`config.mk`:
```
export PLATFORM = sky130hd
export DESIGN_NAME = utf16_to_utf8_transcoder
export DESIGN_NICKNAME = d
export VERILOG_FILES = /design/src/u16u8_pkg.sv /design/src/u16u8_front.sv /design/src/u16u8_queue.sv /design/src/u16u8_back.sv /design/src/utf16_to_utf8_transcoder.sv
export SDC_FILE = /design/constraint.sdc
export NUM_CORES = 1
export LEC_CHECK = 0
export BUFFER_PORTS_ARGS = -buffer_cell sky130_fd_sc_hd__buf_2
export CORE_MARGIN = 5
export CORE_UTILIZATION = 59
export CTS_CLUSTER_SIZE = 10
export DETAILED_ROUTE_END_ITERATION = 7
export HOLD_SLACK_MARGIN = 0.1
export PLACE_DENSITY = 0.79
export SLEW_MARGIN = 20
export SYNTH_ARGS = -nofsm -noshare
export SYNTH_HDL_FRONTEND = slang
export SYNTH_SLANG_ARGS = --single-unit
```
`constraint.sdc`:
```
create_clock -name clk -period 4.1 [get_ports clk]
set_clock_uncertainty 0.15 [all_clocks]
set_input_delay 0.205 -clock clk [delete_from_list [all_inputs] [get_ports clk]]
set_output_delay 0.205 -clock clk [all_outputs]
set_load 0.03 [all_outputs]
```
`src/u16u8_pkg.sv`:
```
`timescale 1ns / 1ps

package u16u8_pkg;

    // one utf-16 code unit on the input channel
    typedef struct packed {
        logic [15:0] code_unit;
        logic        is_last_unit;
    } in_word_t;

    // one utf-8 byte on the output channel
    typedef struct packed {
        logic [7:0] utf8_byte;
        logic       last_of_run;
        logic       end_of_string;
    } out_word_t;

    // classified work for one input word: an optional U+FFFD, then an optional code point
    typedef struct packed {
        logic        has_repl;
        logic        has_main;
        logic [20:0] main_cp;
        logic        is_last;
    } run_t;

endpackage

```
`src/u16u8_front.sv`:
```
`timescale 1ns / 1ps

module u16u8_front
    import u16u8_pkg::*;
(
    input  logic     clk,
    input  logic     rst_n,
    input  logic     unit_valid,
    output logic     unit_ready,
    input  in_word_t unit_word,
    output logic     push_valid,
    input  logic     push_ready,
    output run_t     push_run
);

    localparam logic [5:0]  HIGH_TAG    = 6'b110110;
    localparam logic [5:0]  LOW_TAG     = 6'b110111;
    localparam logic [20:0] REPLACEMENT = 21'h00FFFD;
    localparam logic [10:0] PLANE_BASE  = 11'd64;

    logic       pending_reg;
    logic       pending_next;
    logic [9:0] held_reg;
    logic [9:0] held_next;
    logic       is_high;
    logic       is_low;
    logic       accept;

    assign is_high    = (unit_word.code_unit[15:10] == HIGH_TAG);
    assign is_low     = (unit_word.code_unit[15:10] == LOW_TAG);
    assign unit_ready = push_ready;
    assign accept     = unit_valid && unit_ready;

    // classify the incoming word against the held high surrogate
    always_comb
    begin
        push_run.has_repl = 1'b0;
        push_run.has_main = 1'b0;
        push_run.main_cp  = {5'd0, unit_word.code_unit};
        push_run.is_last  = unit_word.is_last_unit;
        pending_next      = 1'b0;
        held_next         = held_reg;
        if (pending_reg && is_low)
        begin
            // surrogate pair completes a supplementary code point
            push_run.has_main = 1'b1;
            push_run.main_cp  = {({1'b0, held_reg} + PLANE_BASE), unit_word.code_unit[9:0]};
        end
        else
        begin
            push_run.has_repl = pending_reg;
            if (is_high)
            begin
                if (unit_word.is_last_unit)
                begin
                    push_run.has_main = 1'b1;
                    push_run.main_cp  = REPLACEMENT;
                end
                else
                begin
                    pending_next = 1'b1;
                    held_next    = unit_word.code_unit[9:0];
                end
            end
            else if (is_low)
            begin
                push_run.has_main = 1'b1;
                push_run.main_cp  = REPLACEMENT;
            end
            else
            begin
                push_run.has_main = 1'b1;
            end
        end
    end

    // only words that yield bytes go into the queue
    assign push_valid = unit_valid && (push_run.has_repl || push_run.has_main);

    // held surrogate state
    always_ff @(posedge clk or negedge rst_n)
    begin
        if (!rst_n)
        begin
            pending_reg <= 1'b0;
        end
        else if (accept)
        begin
            pending_reg <= pending_next;
        end
    end

    always_ff @(posedge clk)
    begin
        if (accept)
        begin
            held_reg <= held_next;
        end
    end

endmodule

```
`src/u16u8_queue.sv`:
```
`timescale 1ns / 1ps

module u16u8_queue
    import u16u8_pkg::*;
#(
    parameter int DEPTH = 2
)
(
    input  logic clk,
    input  logic rst_n,
    input  logic push_valid,
    output logic push_ready,
    input  run_t push_run,
    output logic pop_valid,
    input  logic pop_ready,
    output run_t pop_run
);

    localparam int PTR_W = (DEPTH > 1) ? $clog2(DEPTH) : 1;
    localparam int CNT_W = $clog2(DEPTH + 1);
    localparam logic [PTR_W-1:0] LAST_PTR = PTR_W'(DEPTH - 1);
    localparam logic [CNT_W-1:0] FULL_CNT = CNT_W'(DEPTH);

    run_t             slot_reg [DEPTH];
    logic [PTR_W-1:0] wr_ptr_reg;
    logic [PTR_W-1:0] wr_ptr_next;
    logic [PTR_W-1:0] rd_ptr_reg;
    logic [PTR_W-1:0] rd_ptr_next;
    logic [CNT_W-1:0] count_reg;
    logic [CNT_W-1:0] count_next;
    logic             push;
    logic             pop;

    assign push_ready = (count_reg != FULL_CNT);
    assign pop_valid  = (count_reg != '0);
    assign push       = push_valid && push_ready;
    assign pop        = pop_valid && pop_ready;
    assign pop_run    = slot_reg[rd_ptr_reg];

    // pointer and fill count update
    always_comb
    begin
        wr_ptr_next = wr_ptr_reg;
        rd_ptr_next = rd_ptr_reg;
        if (push)
        begin
            wr_ptr_next = (wr_ptr_reg == LAST_PTR) ? '0 : wr_ptr_reg + 1'b1;
        end
        if (pop)
        begin
            rd_ptr_next = (rd_ptr_reg == LAST_PTR) ? '0 : rd_ptr_reg + 1'b1;
        end
        case ({push, pop})
            2'b10:   count_next = count_reg + 1'b1;
            2'b01:   count_next = count_reg - 1'b1;
            default: count_next = count_reg;
        endcase
    end

    always_ff @(posedge clk or negedge rst_n)
    begin
        if (!rst_n)
        begin
            wr_ptr_reg <= '0;
            rd_ptr_reg <= '0;
            count_reg  <= '0;
        end
        else
        begin
            wr_ptr_reg <= wr_ptr_next;
            rd_ptr_reg <= rd_ptr_next;
            count_reg  <= count_next;
        end
    end

    // slot storage
    always_ff @(posedge clk)
    begin
        if (push)
        begin
            slot_reg[wr_ptr_reg] <= push_run;
        end
    end

endmodule

```
`src/u16u8_back.sv`:
```
`timescale 1ns / 1ps

module u16u8_back
    import u16u8_pkg::*;
(
    input  logic      clk,
    input  logic      rst_n,
    input  logic      pop_valid,
    output logic      pop_ready,
    input  run_t      pop_run,
    output logic      byte_valid,
    input  logic      byte_ready,
    output out_word_t byte_word
);

    localparam logic [7:0] REPL_B0 = 8'hEF;
    localparam logic [7:0] REPL_B1 = 8'hBF;
    localparam logic [7:0] REPL_B2 = 8'hBD;

    // number of utf-8 bytes for a code point
    function automatic logic [2:0] enc_len(input logic [20:0] cp);
        logic [2:0] len;
        if (cp[20:16] != '0)
            len = 3'd4;
        else if (cp[15:11] != '0)
            len = 3'd3;
        else if (cp[10:7] != '0)
            len = 3'd2;
        else
            len = 3'd1;
        return len;
    endfunction

    // one byte of the utf-8 encoding of a code point
    function automatic logic [7:0] enc_byte(input logic [20:0] cp, input logic [2:0] len,
                                            input logic [1:0] pos);
        logic [7:0] b;
        b = {2'b10, cp[5:0]};
        case (len)
            3'd1:
            begin
                b = cp[7:0];
            end
            3'd2:
            begin
                if (pos == 2'd0)
                    b = {3'b110, cp[10:6]};
            end
            3'd3:
            begin
                if (pos == 2'd0)
                    b = {4'b1110, cp[15:12]};
                else if (pos == 2'd1)
                    b = {2'b10, cp[11:6]};
            end
            default:
            begin
                case (pos)
                    2'd0:    b = {5'b11110, cp[20:18]};
                    2'd1:    b = {2'b10, cp[17:12]};
                    2'd2:    b = {2'b10, cp[11:6]};
                    default: b = {2'b10, cp[5:0]};
                endcase
            end
        endcase
        return b;
    endfunction

    logic       out_valid_reg;
    logic       out_valid_next;
    out_word_t  out_word_reg;
    out_word_t  out_word_next;
    logic [2:0] idx_reg;
    logic [2:0] idx_next;
    logic [2:0] main_len;
    logic [2:0] run_len;
    logic [2:0] repl_off;
    logic [2:0] main_pos;
    logic       in_repl;
    logic       last_byte;
    logic       load;
    logic [7:0] cur_byte;

    // position inside the current run
    assign main_len  = enc_len(pop_run.main_cp);
    assign repl_off  = pop_run.has_repl ? 3'd3 : 3'd0;
    assign run_len   = repl_off + (pop_run.has_main ? main_len : 3'd0);
    assign in_repl   = pop_run.has_repl && (idx_reg < 3'd3);
    assign main_pos  = idx_reg - repl_off;
    assign last_byte = (idx_reg == run_len - 3'd1);
    assign load      = pop_valid && (!out_valid_reg || byte_ready);
    assign pop_ready = load && last_byte;

    // byte select
    always_comb
    begin
        if (in_repl)
        begin
            case (idx_reg[1:0])
                2'd0:    cur_byte = REPL_B0;
                2'd1:    cur_byte = REPL_B1;
                default: cur_byte = REPL_B2;
            endcase
        end
        else
        begin
            cur_byte = enc_byte(pop_run.main_cp, main_len, main_pos[1:0]);
        end
    end

    // output register and run index
    always_comb
    begin
        out_valid_next = out_valid_reg;
        out_word_next  = out_word_reg;
        idx_next       = idx_reg;
        if (out_valid_reg && byte_ready)
        begin
            out_valid_next = 1'b0;
        end
        if (load)
        begin
            out_valid_next              = 1'b1;
            out_word_next.utf8_byte     = cur_byte;
            out_word_next.last_of_run   = last_byte;
            out_word_next.end_of_string = last_byte && pop_run.is_last;
            idx_next                    = last_byte ? 3'd0 : idx_reg + 3'd1;
        end
    end

    always_ff @(posedge clk or negedge rst_n)
    begin
        if (!rst_n)
        begin
            out_valid_reg <= 1'b0;
            idx_reg       <= 3'd0;
        end
        else
        begin
            out_valid_reg <= out_valid_next;
            idx_reg       <= idx_next;
        end
    end

    always_ff @(posedge clk)
    begin
        out_word_reg <= out_word_next;
    end

    assign byte_valid = out_valid_reg;
    assign byte_word  = out_word_reg;

endmodule

```
`src/utf16_to_utf8_transcoder.sv`:
```
// the first byte of a word goes through the run queue and then the output register
// throughput: one utf-8 byte per cycle from the output register while byte_ready is high;
//   a word gives 0 to 6 bytes (1 to 3 for a basic plane character, 4 for a surrogate pair)
// the front takes a new word whenever the run queue has a free slot
// reset: rst_n asynchronous, active low; clears the held surrogate, the queue and the output
`timescale 1ns / 1ps

module utf16_to_utf8_transcoder
    import u16u8_pkg::*;
#(
    parameter int QUEUE_DEPTH = 2
)
(
    input  logic      clk,
    input  logic      rst_n,
    input  logic      unit_valid,
    output logic      unit_ready,
    input  in_word_t  unit_word,
    output logic      byte_valid,
    input  logic      byte_ready,
    output out_word_t byte_word
);

    logic push_valid;
    logic push_ready;
    run_t push_run;
    logic pop_valid;
    logic pop_ready;
    run_t pop_run;

    // classification and surrogate pairing
    u16u8_front u_front (
        .clk        (clk),
        .rst_n      (rst_n),
        .unit_valid (unit_valid),
        .unit_ready (unit_ready),
        .unit_word  (unit_word),
        .push_valid (push_valid),
        .push_ready (push_ready),
        .push_run   (push_run)
    );

    // run queue between front and back
    u16u8_queue #(
        .DEPTH (QUEUE_DEPTH)
    ) u_queue (
        .clk        (clk),
        .rst_n      (rst_n),
        .push_valid (push_valid),
        .push_ready (push_ready),
        .push_run   (push_run),
        .pop_valid  (pop_valid),
        .pop_ready  (pop_ready),
        .pop_run    (pop_run)
    );

    // byte serialiser
    u16u8_back u_back (
        .clk        (clk),
        .rst_n      (rst_n),
        .pop_valid  (pop_valid),
        .pop_ready  (pop_ready),
        .pop_run    (pop_run),
        .byte_valid (byte_valid),
        .byte_ready (byte_ready),
        .byte_word  (byte_word)
    );

endmodule

```
# Word-level counts from Yosys, hierarchy flattened
# Memories as Yosys holds them, arrays and structs flattened.
# Cells that the tools add are included.
[totals]
n_memories = 1
inputBits = 21
register_bits = 29
out_inout_bits = 12
ramBits = 48
elab_cells = 85
[memory_table]
columns = ["name", "depth", "width", "read_ports", "rd_ports_with_merged_regs", "write_ports", "line", "text"]
rows = [
  ["u_queue.slot_reg", 2, 24, 1, 0, 1, "u16u8_queue.sv:24", "run_t slot_reg [DEPTH];"],
]
[classes]
n_eq_ne = 12
n_addsub = 9
order_cmp = 1
bitwise_logic = 2
mux = 28
n_reduce_logical = 22
[ops]
columns = ["operator", "n"]
rows = [
  ["22-bit two-way mux", 3],
  ["8-bit case mux with 3 select lines", 1],
  ["7-bit case mux with 3 select lines", 1],
  ["16-bit two-way mux", 1],
  ["8-bit two-way mux", 2],
  ["7-bit case mux with 2 select lines", 1],
  ["6-bit == test, second input constant", 2],
  ["3-bit two-way mux", 4],
  ["10-bit by 7-bit adder with 11-bit output, second input constant", 1],
  ["1-bit logical AND", 10],
  ["1-bit two-way mux", 10],
  ["5-bit nonzero test", 2],
  ["7-bit two-way mux", 1],
  ["2-bit by 1-bit == test with 1-bit output, second input constant", 3],
  ["3-bit by 2-bit == test with 1-bit output, second input constant", 2],
  ["6-bit two-way mux", 1],
  ["2-bit nonzero test", 3],
  ["2-bit == test, second input constant", 2],
  ["2-bit logical NOT", 2],
  ["2-bit two-way mux", 2],
  ["2-bit case mux with 2 select lines", 1],
  ["4-bit AND reduction", 1],
  ["4-bit nonzero test", 1],
  ["3-bit by 1-bit adder with 3-bit output, second input constant", 1],
  ["13 further kinds", 16],
]

# Depth between registers and ports, before layout
# Gate-level depths: netlist of the first run.
# An unclocked memory read counts as a cell.
[logic_depth]
depth_word = 13
depth_mapped = 17

# Cells and area by module
# A second synthesis of the first run with hierarchy kept.
[hier_totals]
hier_cells = 298
hier_area_um2 = 3873.7
[by_module_without_submodules]
columns = ["mod", "seq_area_each_um2", "cells_each", "instances", "area_per_inst_um2"]
rows = [
  ["u16u8_queue", 1541.5, 92, 1, 1940.6],
  ["u16u8_back", 400.4, 139, 1, 1265.0],
  ["u16u8_front", 325.3, 67, 1, 668.1],
]

# Least setup slack after synthesis of the first run
# Ideal clock, no wire load.
[synth_path]
kind = "flip-flop to flip-flop"
startpoint = "register u_queue.rd_ptr_reg"
endpoint = "register u_queue.count_reg[1]"
arrival_ns = 3.146
path_slack_ns = 0.725
period_less_slack_ns = 3.375
required_ns = 3.871
path_stages_with_launch = 17
path_cell_list = "dfrtp_1 buf_6 buf_6 nor3b_1 o22ai_1 clkbuf_1 o21ai_0 ha_1 inv_1 ha_1 xor2_1 xnor2_1 xnor2_1 nor4b_4 ha_1 nor2_1 xor2_1"
[synth_between]
elab_chain_len = 13
word_cells_on_any_way = 18
classes_between = "add/sub (2); eq/ne (3); mux (6); reduce/logical (6); memory (1)"
[synth_lines]
columns = ["item", "line", "text"]
rows = [
  ["from (decl)", "u16u8_queue.sv:27", "logic [PTR_W-1:0] rd_ptr_reg;"],
  ["from (signal assigned)", "u16u8_queue.sv:71", "rd_ptr_reg <= rd_ptr_next;"],
  ["memory read 2 x 24 bit *", "n/a", ""],
  ["4-bit nonzero test", "u16u8_back.sv:27", "else if (cp[10:7] != '0)"],
  ["2-bit two-way mux", "u16u8_back.sv:27", ""],
  ["3-bit two-way mux", "u16u8_back.sv:25", "else if (cp[15:11] != '0)"],
  ["3-bit two-way mux", "u16u8_back.sv:23", "if (cp[20:16] != '0)"],
  ["3-bit two-way mux", "u16u8_back.sv:87", "assign run_len = repl_off + (pop_run.has_main ? main_len : 3'd0);"],
  ["3-bit adder *", "u16u8_back.sv:87", ""],
  ["3-bit by 1-bit subtractor with 3-bit output *", "u16u8_back.sv:90", "assign last_byte = (idx_reg == run_len - 3'd1);"],
  ["3-bit == test *", "u16u8_back.sv:90", ""],
  ["1-bit logical AND *", "u16u8_back.sv:92", "assign pop_ready = load && last_byte;"],
  ["1-bit logical AND *", "u16u8_queue.sv:37", "assign pop = pop_valid && pop_ready;"],
  ["net u_queue.pop", "u16u8_queue.sv:32", "logic pop;"],
  ["2-bit by 1-bit == test with 1-bit output / 2-bit == test (equally long branches)", "u16u8_queue.sv:53", "case ({push, pop})"],
  ["2-bit case mux with 2 select lines / 2-bit nonzero test (equally long branches)", "n/a", ""],
  ["to (signal assigned)", "u16u8_queue.sv:72", "count_reg <= count_next;"],
  ["to (decl)", "u16u8_queue.sv:29", "logic [CNT_W-1:0] count_reg;"],
]
# Mark *: on every way through the listed nets, which the timed path passes. The rest lies on a longest branch.
# A chain may end at the register's enable or synchronous reset.

# Worst setup path in the final report of the first run
# Same ends and word-level chain as after synthesis.

==> flow_summary.toml, run 1 <==
[run_status]
status = "finished, final reports clean"

[grt]
grt_usage = 0.200
grt_overflow_total = 0
grt_pass1_vias = 2523
grt_max_degree = 25
grt_pass1_wl_um = 12900
grt_antenna_before_repair = 0

[timing]
fin_crit_ps = 3570
finalSetupViolCount = 0
max_slew_margin = 0.396
rsz0062_at_grt = "no"
worst_pin_slew_ps = 902
slew_violations = 0
hold_viol_final = 0
final.setup.tns_ps = 0
post-route-period-util = 0.871
fmax_ghz = 0.280

[drt]
routed_via_density = 5.85
routed_wl_um = 8020
vias = 2623
drtAntennaViolNets = 0
dr_wl_met2_um = 3950
highest_layer = "met4"
wl_met3_um = 343
drtIter0Drc = 134
dr.pass1.iters = 4
drc = 0
wl_per_cell_um = 17.9
met1_length_um = 3620

[yosys]
synth_area_per_cell_sq_um = 12.8
async_reset_ff_frac = 0.117
synth_nets = 333
synth_edf_count = 68
synth_top_area_frac = 0.527
yosysTopAreaCell = "edfxtp_1"
yosysSeqAreaShare = 0.585
syn_inst = 302
ys_types = 60
ys_warn_count = 0
ys_ff_latch = 77
synthTopCellsByArea = "edfxtp_1 (53%), dfrtp_1 (5.8%), mux2i_1 (4.6%), ha_1 (3.2%), nor2_1 (2.5%)"
synth_flop_cell = "edfxtp_1"
syn_area_sq_um = 3880

[die]
die_h_um = 91.1
die_area_sq_um = 8290
io_pins = 33
start_util = 0.607
core_area_sq_um = 6390
rows = 29
die_w_um = 91.1

[power_and_ir_drop]
sw_frac_of_total = 0.384
seqPwrFrac = 0.338
switchingPower_mw = 1.39
leakagePower_nw = 1.77
p_per_area_nw_per_um2 = 782
power_frac_clock = 0.193
ir_drop_v = 0.000524
combPwrFrac = 0.468
p_int_mw = 2.22

[clock_tree]
post_cts_buffers = 0
cts_root_buf = "clkbuf_8"
htreeDepth = 3
tritoncts = "yes"
clk_pin_slew_ps = 80
cts.sinks = 77
cts_buffers = 9
clkLatencyLatePin_ps = 350
clock_path_buffers = 2

[placed_design]
portBuffers = 32
dp_hpwl_um = 5620
place_congestion = 0.878

[setup_path]
critPathLaunchType = "flip-flop"
endpoint_kind = "flip-flop"
worst-r2r-setup-slack_ps = 530
crit_type = "reg2reg"
r2r_cells = 15
r2r-end = "u_queue.count_reg[1]"
worstPathRequired_ps = 4220
cp_max_fo = 22
r2r-start = "u_queue.rd_ptr_reg"
arrival_ps = 3690

[final_layout]
final_util = 0.722
antenna_cells = 0
largest_reg_flops = 48
layout_commonest_cell = "edfxtp_1"
syn2layout_area_growth_pct = 18.9
fill_cells = 414
drive_gt1_frac = 0.202
nNetsFinal = 397
final_cell_mix = "edfxtp_1 (68), buf_2 (32), nor2_1 (24), dlygate4sd3_1 (21), mux2i_1 (18)"

[job]
drv_cap = 0

[hold_path]
worstHoldStart = "u_queue.count_reg[1]"
hold_depth = 1
min_to = "u_queue.count_reg[1]"
min_path_type = "reg2reg"
worst max-delay path: stages (launching register included):
cell	delay, ps
dfrtp_1	420
buf_4	330
nor2b_4	220
a22oi_1	110
nor2_1	130
o21ai_0	100
ha_1	290
inv_1	40
ha_1	190
xor2_1	180
xnor2_1	160
xnor2_1	160
nor4b_4	420
ha_1	320
nor2_1	140
xor2_1	160
cell families after synthesis:
group / Yosys count / share of synthesized area
adder cells (fa/ha/maj): 10 / 0.0323
AND/OR/NAND/NOR: 96 / 0.132
XOR/XNOR: 15 / 0.0407
flip-flops: 77 / 0.585
multiplexers: 29 / 0.0910
AO/OA/AOI/OAI: 50 / 0.0884
buffers and inverters: 25 / 0.0310
synthesized netlist by cell type (4+ instances only):
library cell and n:
nor3_1 7, nor4_1 6, mux2i_1 18, nand2b_1 14, edfxtp_1 68, xor2_1 6
nand2_1 16, o21ai_0 12, ha_1 10, nand3_1 8, inv_1 13, mux2_2 7
dfrtp_1 9, xnor2_1 7, a31oi_1 4, nor2_1 26
power by group through the flow:
stage               Clock [mW]  Combinational, mW  Sequential, mW
floorplan                    0               1.22            1.31
global placement             0               1.63            1.23
detailed placement           0               1.65            1.23
CTS                      0.709               1.68            1.22
global route             0.738               1.84            1.24
finish                   0.697               1.69            1.22
final cells by class:
type | count | area [sq um] | share of cell area
clock buffer | 9 | 124 | 0.0269
clock inverter | 7 | 121 | 0.0263
inverter | 14 | 52.6 | 0.0114
multi-input combinational | 200 | 1500 | 0.324
sequential | 77 | 2270 | 0.492
tap | 77 | 96.3 | 0.0209
timing repair buffer | 64 | 453 | 0.0983
metal layers:
layer  up-vias  GRT usage
met5         -          0
met4         0     0.0807
met3        11     0.0347
met2        94      0.321
met1      1250      0.271
li1       1268          -
timing repair:
action                                 4_1_cts  5_1_grt
endpoints found under the hold margin       55        0
resized for setup                            0        0
hold buffers                                21        0
metrics by stage:
stage	instances	total power, mW	setup WS (ps)	cell area (sq um)	hold slack [ps]
CTS	448	3.60	534	4610	376
detailed placement	411	2.88	577	4150	-76.2
finish	448	3.60	528	4610	375
global route	448	3.81	274	4610	387
global placement	411	2.86	711	4150	-79.7
floorplan	302	2.53	725	3880	-241
worst max-delay path by stage:
stage	from	end	cells after the start
after floorplan	u_queue.rd_ptr_reg	u_queue.count_reg[1]	16
after global placement	u_queue.rd_ptr_reg	u_queue.count_reg[1]	15
after detailed placement	u_queue.rd_ptr_reg	u_queue.count_reg[1]	15
after CTS	u_queue.rd_ptr_reg	u_queue.count_reg[1]	15
after global routing	u_queue.rd_ptr_reg	u_queue.count_reg[1]	15
final	u_queue.rd_ptr_reg	u_queue.count_reg[1]	15
No activity file was read; power rests on OpenSTA's default activity.
==> run 2, diff against run 1 <==
--- a/config.mk
+++ b/config.mk
@@ -12,6 +12,7 @@
 export DETAILED_ROUTE_END_ITERATION = 7
 export HOLD_SLACK_MARGIN = 0.1
 export PLACE_DENSITY = 0.79
+export RECOVER_POWER = 100
 export SLEW_MARGIN = 20
 export SYNTH_ARGS = -nofsm -noshare
 export SYNTH_HDL_FRONTEND = slang
==> flow_summary.toml, run 2 (same netlist as run 1, synthesis figures left out) <==
[clock_tree]
tritoncts = "yes"
clkLatencyLatePin_ps = 350
cts.sinks = 77
clk_pin_slew_ps = 90
cts_resized = 0
post_cts_buffers = 0
cts_root_buf = "clkbuf_8"
clock_path_buffers = 2
cts_buffers = 9
postCtsHoldBufs = 21
htreeDepth = 3

[final_layout]
fill_cells = 439
multi_input_area_sq_um = 1460
largest_reg_flops = 48
nNetsFinal = 397
regArea_sq_um = 2270
syn2layout_area_growth_pct = 17.0
drive_gt1_frac = 0.127
antenna_cells = 0
layout_commonest_cell = "edfxtp_1"
final_cell_mix = "edfxtp_1 (68), clkbuf_1 (25), nor2_1 (24), dlygate4sd3_1 (21), mux2i_1 (19)"
final_util = 0.710

[timing]
rsz0062_at_grt = "no"
fmax_ghz = 0.275
worst_pin_slew_ps = 1350
finalSetupViolCount = 0
setup_slack_ps = 458
final.setup.tns_ps = 0
hold_viol_final = 0
fin_crit_ps = 3640
post-route-period-util = 0.888
slew_violations = 0
max_slew_margin = 0.0968

[setup_path]
cp.depth = 15
r2r-end = "u_queue.count_reg[1]"
crit_chain = "buf_4 -> nor2b_1 -> a22oi_1 -> nor2_1 -> o21ai_0 -> ha_1 -> inv_1 -> ha_1 -> xor2_1 -> xnor2_1 -> xnor2_1 -> nor4b_4 -> ha_1 -> nor2_1 -> xor2_1"
crit_path_end = "u_queue.count_reg[1]"
r2r-start = "u_queue.rd_ptr_reg"
crit_type = "reg2reg"
cp_max_fo = 22
arrival_ps = 3770
endpoint_kind = "flip-flop"
cpMostUsedCell = "ha_1"
worstPathRequired_ps = 4230
r2r_cells = 15
path_delay_family = "simple AND/OR/NAND/NOR gates"
critPathLaunchType = "flip-flop"
crit_buf_inv = 2
slowest_stage = "dfrtp_1"
startpoint = "u_queue.rd_ptr_reg"
worst-r2r-setup-slack_ps = 460
cp_slowest_stage_delay_ps = 420

[placed_design]
dpl_worst_slack_ps = 577
portBuffers = 32
dp_hpwl_um = 5620
place_congestion = 0.878

[run_status]
status = "finished, final reports clean"

[die]
rows = 29
io_pins = 33
core_area_sq_um = 6390
die_area_sq_um = 8290
die_h_um = 91.1
die_w_um = 91.1
start_util = 0.607

[drt]
vias = 2649
dr.pass1.iters = 4
wl_per_cell_um = 18.2
routed_via_density = 5.91
drtIter0Drc = 189
drc = 0
drtAntennaViolNets = 0
routed_wl_um = 8150

[grt]
grt_pass1_vias = 2523
grt_pass1_wl_um = 12900
grt_usage = 0.200
grt_max_degree = 25
grt_antenna_before_repair = 0
grt_overflow_total = 0

[power_and_ir_drop]
sw_frac_of_total = 0.391
leakagePower_nw = 1.69
switchingPower_mw = 1.39
ir_drop_v = 0.000460
combPwrFrac = 0.457
power_frac_clock = 0.198
p_int_mw = 2.16
seqPwrFrac = 0.345
p_per_area_nw_per_um2 = 783

[hold_path]
min_path_type = "reg2reg"
hold_depth = 1

[job]
drv_cap = 0
## run 2: layer usage
layer | vias to the layer above | part of all wire | GRT usage
met1 | 1269 | 0.45 | 0.271
li1 | 1266 | - | -
met3 | 16 | 0.043 | 0.0347
met4 | 0 | 0.015 | 0.0807
met5 | - | 0 | 0
met2 | 98 | 0.49 | 0.321
## run 2: cell type report
class	count	area share
tap	77	0.0212
sequential	77	0.500
multi-input combinational	200	0.323
clock inverter	7	0.0268
inverter	14	0.0116
clock buffer	9	0.0273
timing repair buffer	64	0.0907
## run 2: power by group through the flow
stage / Sequential [mW] / Clock, mW / Combinational (mW)
floorplan: 1.31 / 0 / 1.22
global placement: 1.23 / 0 / 1.63
detailed placement: 1.23 / 0 / 1.65
CTS: 1.22 / 0.709 / 1.68
global route: 1.24 / 0.738 / 1.76
finish: 1.22 / 0.703 / 1.62
## run 2: worst min-delay path by stage
stage	slack, ps	startpoint	to
after floorplan	-240	rst_n	u_back.byte_valid
final	370	u_queue.count_reg[1]	u_queue.count_reg[1]
after global routing	390	u_queue.count_reg[1]	u_queue.count_reg[1]
after global placement	-80	rst_n	u_front.pending_reg
after CTS	380	u_queue.wr_ptr_reg	u_queue.wr_ptr_reg
after detailed placement	-80	rst_n	u_front.pending_reg
## run 2: worst register-to-register path, stage by stage, from the launching register on
cell	delay, ps
dfrtp_1	420
buf_4	330
nor2b_1	250
a22oi_1	140
nor2_1	130
o21ai_0	100
ha_1	290
inv_1	40
ha_1	190
xor2_1	170
xnor2_1	160
xnor2_1	160
nor4b_4	420
ha_1	320
nor2_1	140
xor2_1	160
## run 2: metrics by stage
| step | cells | area [sq um] | hold WS (ps) | power (mW) |
|---|---|---|---|---|
| 2_1_floorplan | 302 | 3880 | -241 | 2.53 |
| 3_3_place_gp | 411 | 4150 | -79.7 | 2.86 |
| 3_5_place_dp | 411 | 4150 | -76.2 | 2.88 |
| 4_1_cts | 448 | 4610 | 376 | 3.60 |
| 5_1_grt | 448 | 4540 | 387 | 3.74 |
| 6_report | 448 | 4540 | 374 | 3.55 |
==> run 3, diff against run 2 <==
==> constraint.sdc (replaced) <==
create_clock -name clk -period 4.1 [get_ports clk]
set_clock_uncertainty 0.15 [all_clocks]
set_input_delay 0.41 -clock clk [delete_from_list [all_inputs] [get_ports clk]]
set_output_delay 0.41 -clock clk [all_outputs]
set_load 0.03 [all_outputs]
==> flow_summary.toml, run 3 (same netlist as run 1, synthesis figures left out) <==
[drt]
vias = 2627
drtAntennaViolNets = 0
routed_via_density = 5.98
wl_per_cell_um = 18.0
dr.pass1.iters = 5
drc = 0
routed_wl_um = 7920
drtIter0Drc = 187

[placed_design]
dp.cells = 411
portBuffers = 32
dp_hpwl_um = 5620
place_congestion = 0.878

[power_and_ir_drop]
sw_frac_of_total = 0.390
combPwrFrac = 0.456
power_frac_clock = 0.198
seqPwrFrac = 0.346
ir_drop_v = 0.000461
p_per_area_nw_per_um2 = 795
switchingPower_mw = 1.38
p_int_mw = 2.16
leakagePower_nw = 1.65

[die]
die_area_sq_um = 8290
core_area_sq_um = 6390
io_pins = 33
die_w_um = 91.1
start_util = 0.607
die_h_um = 91.1
rows = 29

[grt]
grt_overflow_total = 0
grt_usage = 0.196
grt_antenna_before_repair = 0
grt_pass1_vias = 2454
grt_pass1_wl_um = 12700
grt_max_degree = 25

[setup_path]
crit_type = "reg2reg"
endpoint_kind = "flip-flop"
arrival_ps = 3600
worst-r2r-setup-slack_ps = 460
cp_max_fo = 14
worstPathRequired_ps = 4060
critPathLaunchType = "flip-flop"

[final_layout]
largest_reg_flops = 48
nNetsFinal = 388
layout_commonest_cell = "edfxtp_1"
final_cell_count_no_fill = 439
regArea_sq_um = 2270
fill_cells = 457
drive_gt1_frac = 0.122
final_cell_mix = "edfxtp_1 (68), clkbuf_1 (28), nor2_1 (24), mux2i_1 (19), nand2_1 (16)"
antenna_cells = 0
multi_input_area_sq_um = 1460
syn2layout_area_growth_pct = 14.6

[clock_tree]
htreeDepth = 3
tritoncts = "yes"
clkLatencyLatePin_ps = 350
clock_path_buffers = 2
cts.sinks = 77
cts_root_buf = "clkbuf_8"
cts_buffers = 9
clk_pin_slew_ps = 80
cts_resized = 0

[timing]
slew_violations = 0
finalSetupViolCount = 0
post-route-period-util = 0.888
hold_viol_final = 0
final.setup.tns_ps = 0
rsz0062_at_grt = "no"
fmax_ghz = 0.275
fin_crit_ps = 3640
max_slew_margin = 0.0909
worst_pin_slew_ps = 1360

[run_status]
status = "finished, final reports clean"

[job]
drv_cap = 0

[hold_path]
min_path_type = "in2reg"
## run 3: cell count changes in the layout (fill, tap and decap cells not counted)
cell	delta
clkbuf_1	+3
dlygate4sd3_1	-9
buf_2	-3
## run 3: per-layer routing
layer,share of wire,GRT usage,vias to the layer above
met3,0.051,0.0347,8
met2,0.49,0.315,105
li1,-,-,1250
met1,0.45,0.270,1264
met4,0.010,0.0709,0
met5,0,0,-
## run 3: path summary, 6_finish.rpt
| kind | start | to | depth (start not counted) |
|---|---|---|---|
| min | unit_word[0] | u_queue.slot_reg[0][0] | 1 |
| max reg2reg | u_queue.rd_ptr_reg | u_back.byte_word[3] | 9 |
| min in group asynchronous | rst_n | u_queue.count_reg[1] | 2 |
| max in group asynchronous | rst_n | u_queue.rd_ptr_reg | 2 |
| min reg2reg | u_queue.count_reg[1] | u_queue.count_reg[1] | 1 |
| max | u_queue.rd_ptr_reg | u_back.byte_word[3] | 9 |
## run 3: critical path, cell delays in order (launching register included)
cell,delay [ps]
dfrtp_1,410
buf_4,220
mux2i_1,640
inv_1,100
ha_1,230
xnor2_2,170
xnor2_2,600
nand3_1,310
mux2_2,360
a31o_1,210
## run 3: timing repair
item / CTS / global route
hold buffers: 12 / 0
endpoints found under the hold margin: 20 / 0
buffers inserted: 0 / 0
## run 3: stage by stage
step / power (mW) / hold WS [ps] / util / setup WS, ps / area, sq um
after floorplan: 2.53 / -35.6 / - / 725 / 3880
after global placement: 2.86 / 125 / 0.650 / 711 / 4150
after detailed placement: 2.88 / 129 / 0.650 / 577 / 4150
after CTS: 3.60 / 121 / 0.708 / 534 / 4520
after global routing: 3.73 / 201 / 0.696 / 174 / 4440
final: 3.53 / 195 / 0.696 / 459 / 4440
## run 3: cell type report
class | instances | area share
well taps | 77 | 0.0217
clock inverters | 7 | 0.0273
flip-flops and latches | 77 | 0.510
repair buffers | 55 | 0.0715
multi-input cells | 200 | 0.329
clock buffers | 9 | 0.0279
inverters | 14 | 0.0118
## run 3: power groups by stage
stage	Sequential [mW]	Combinational, mW	Clock, mW
after floorplan	1.31	1.22	0
after global placement	1.23	1.63	0
after detailed placement	1.23	1.65	0
after CTS	1.22	1.67	0.709
after global routing	1.24	1.75	0.739
final	1.22	1.61	0.699
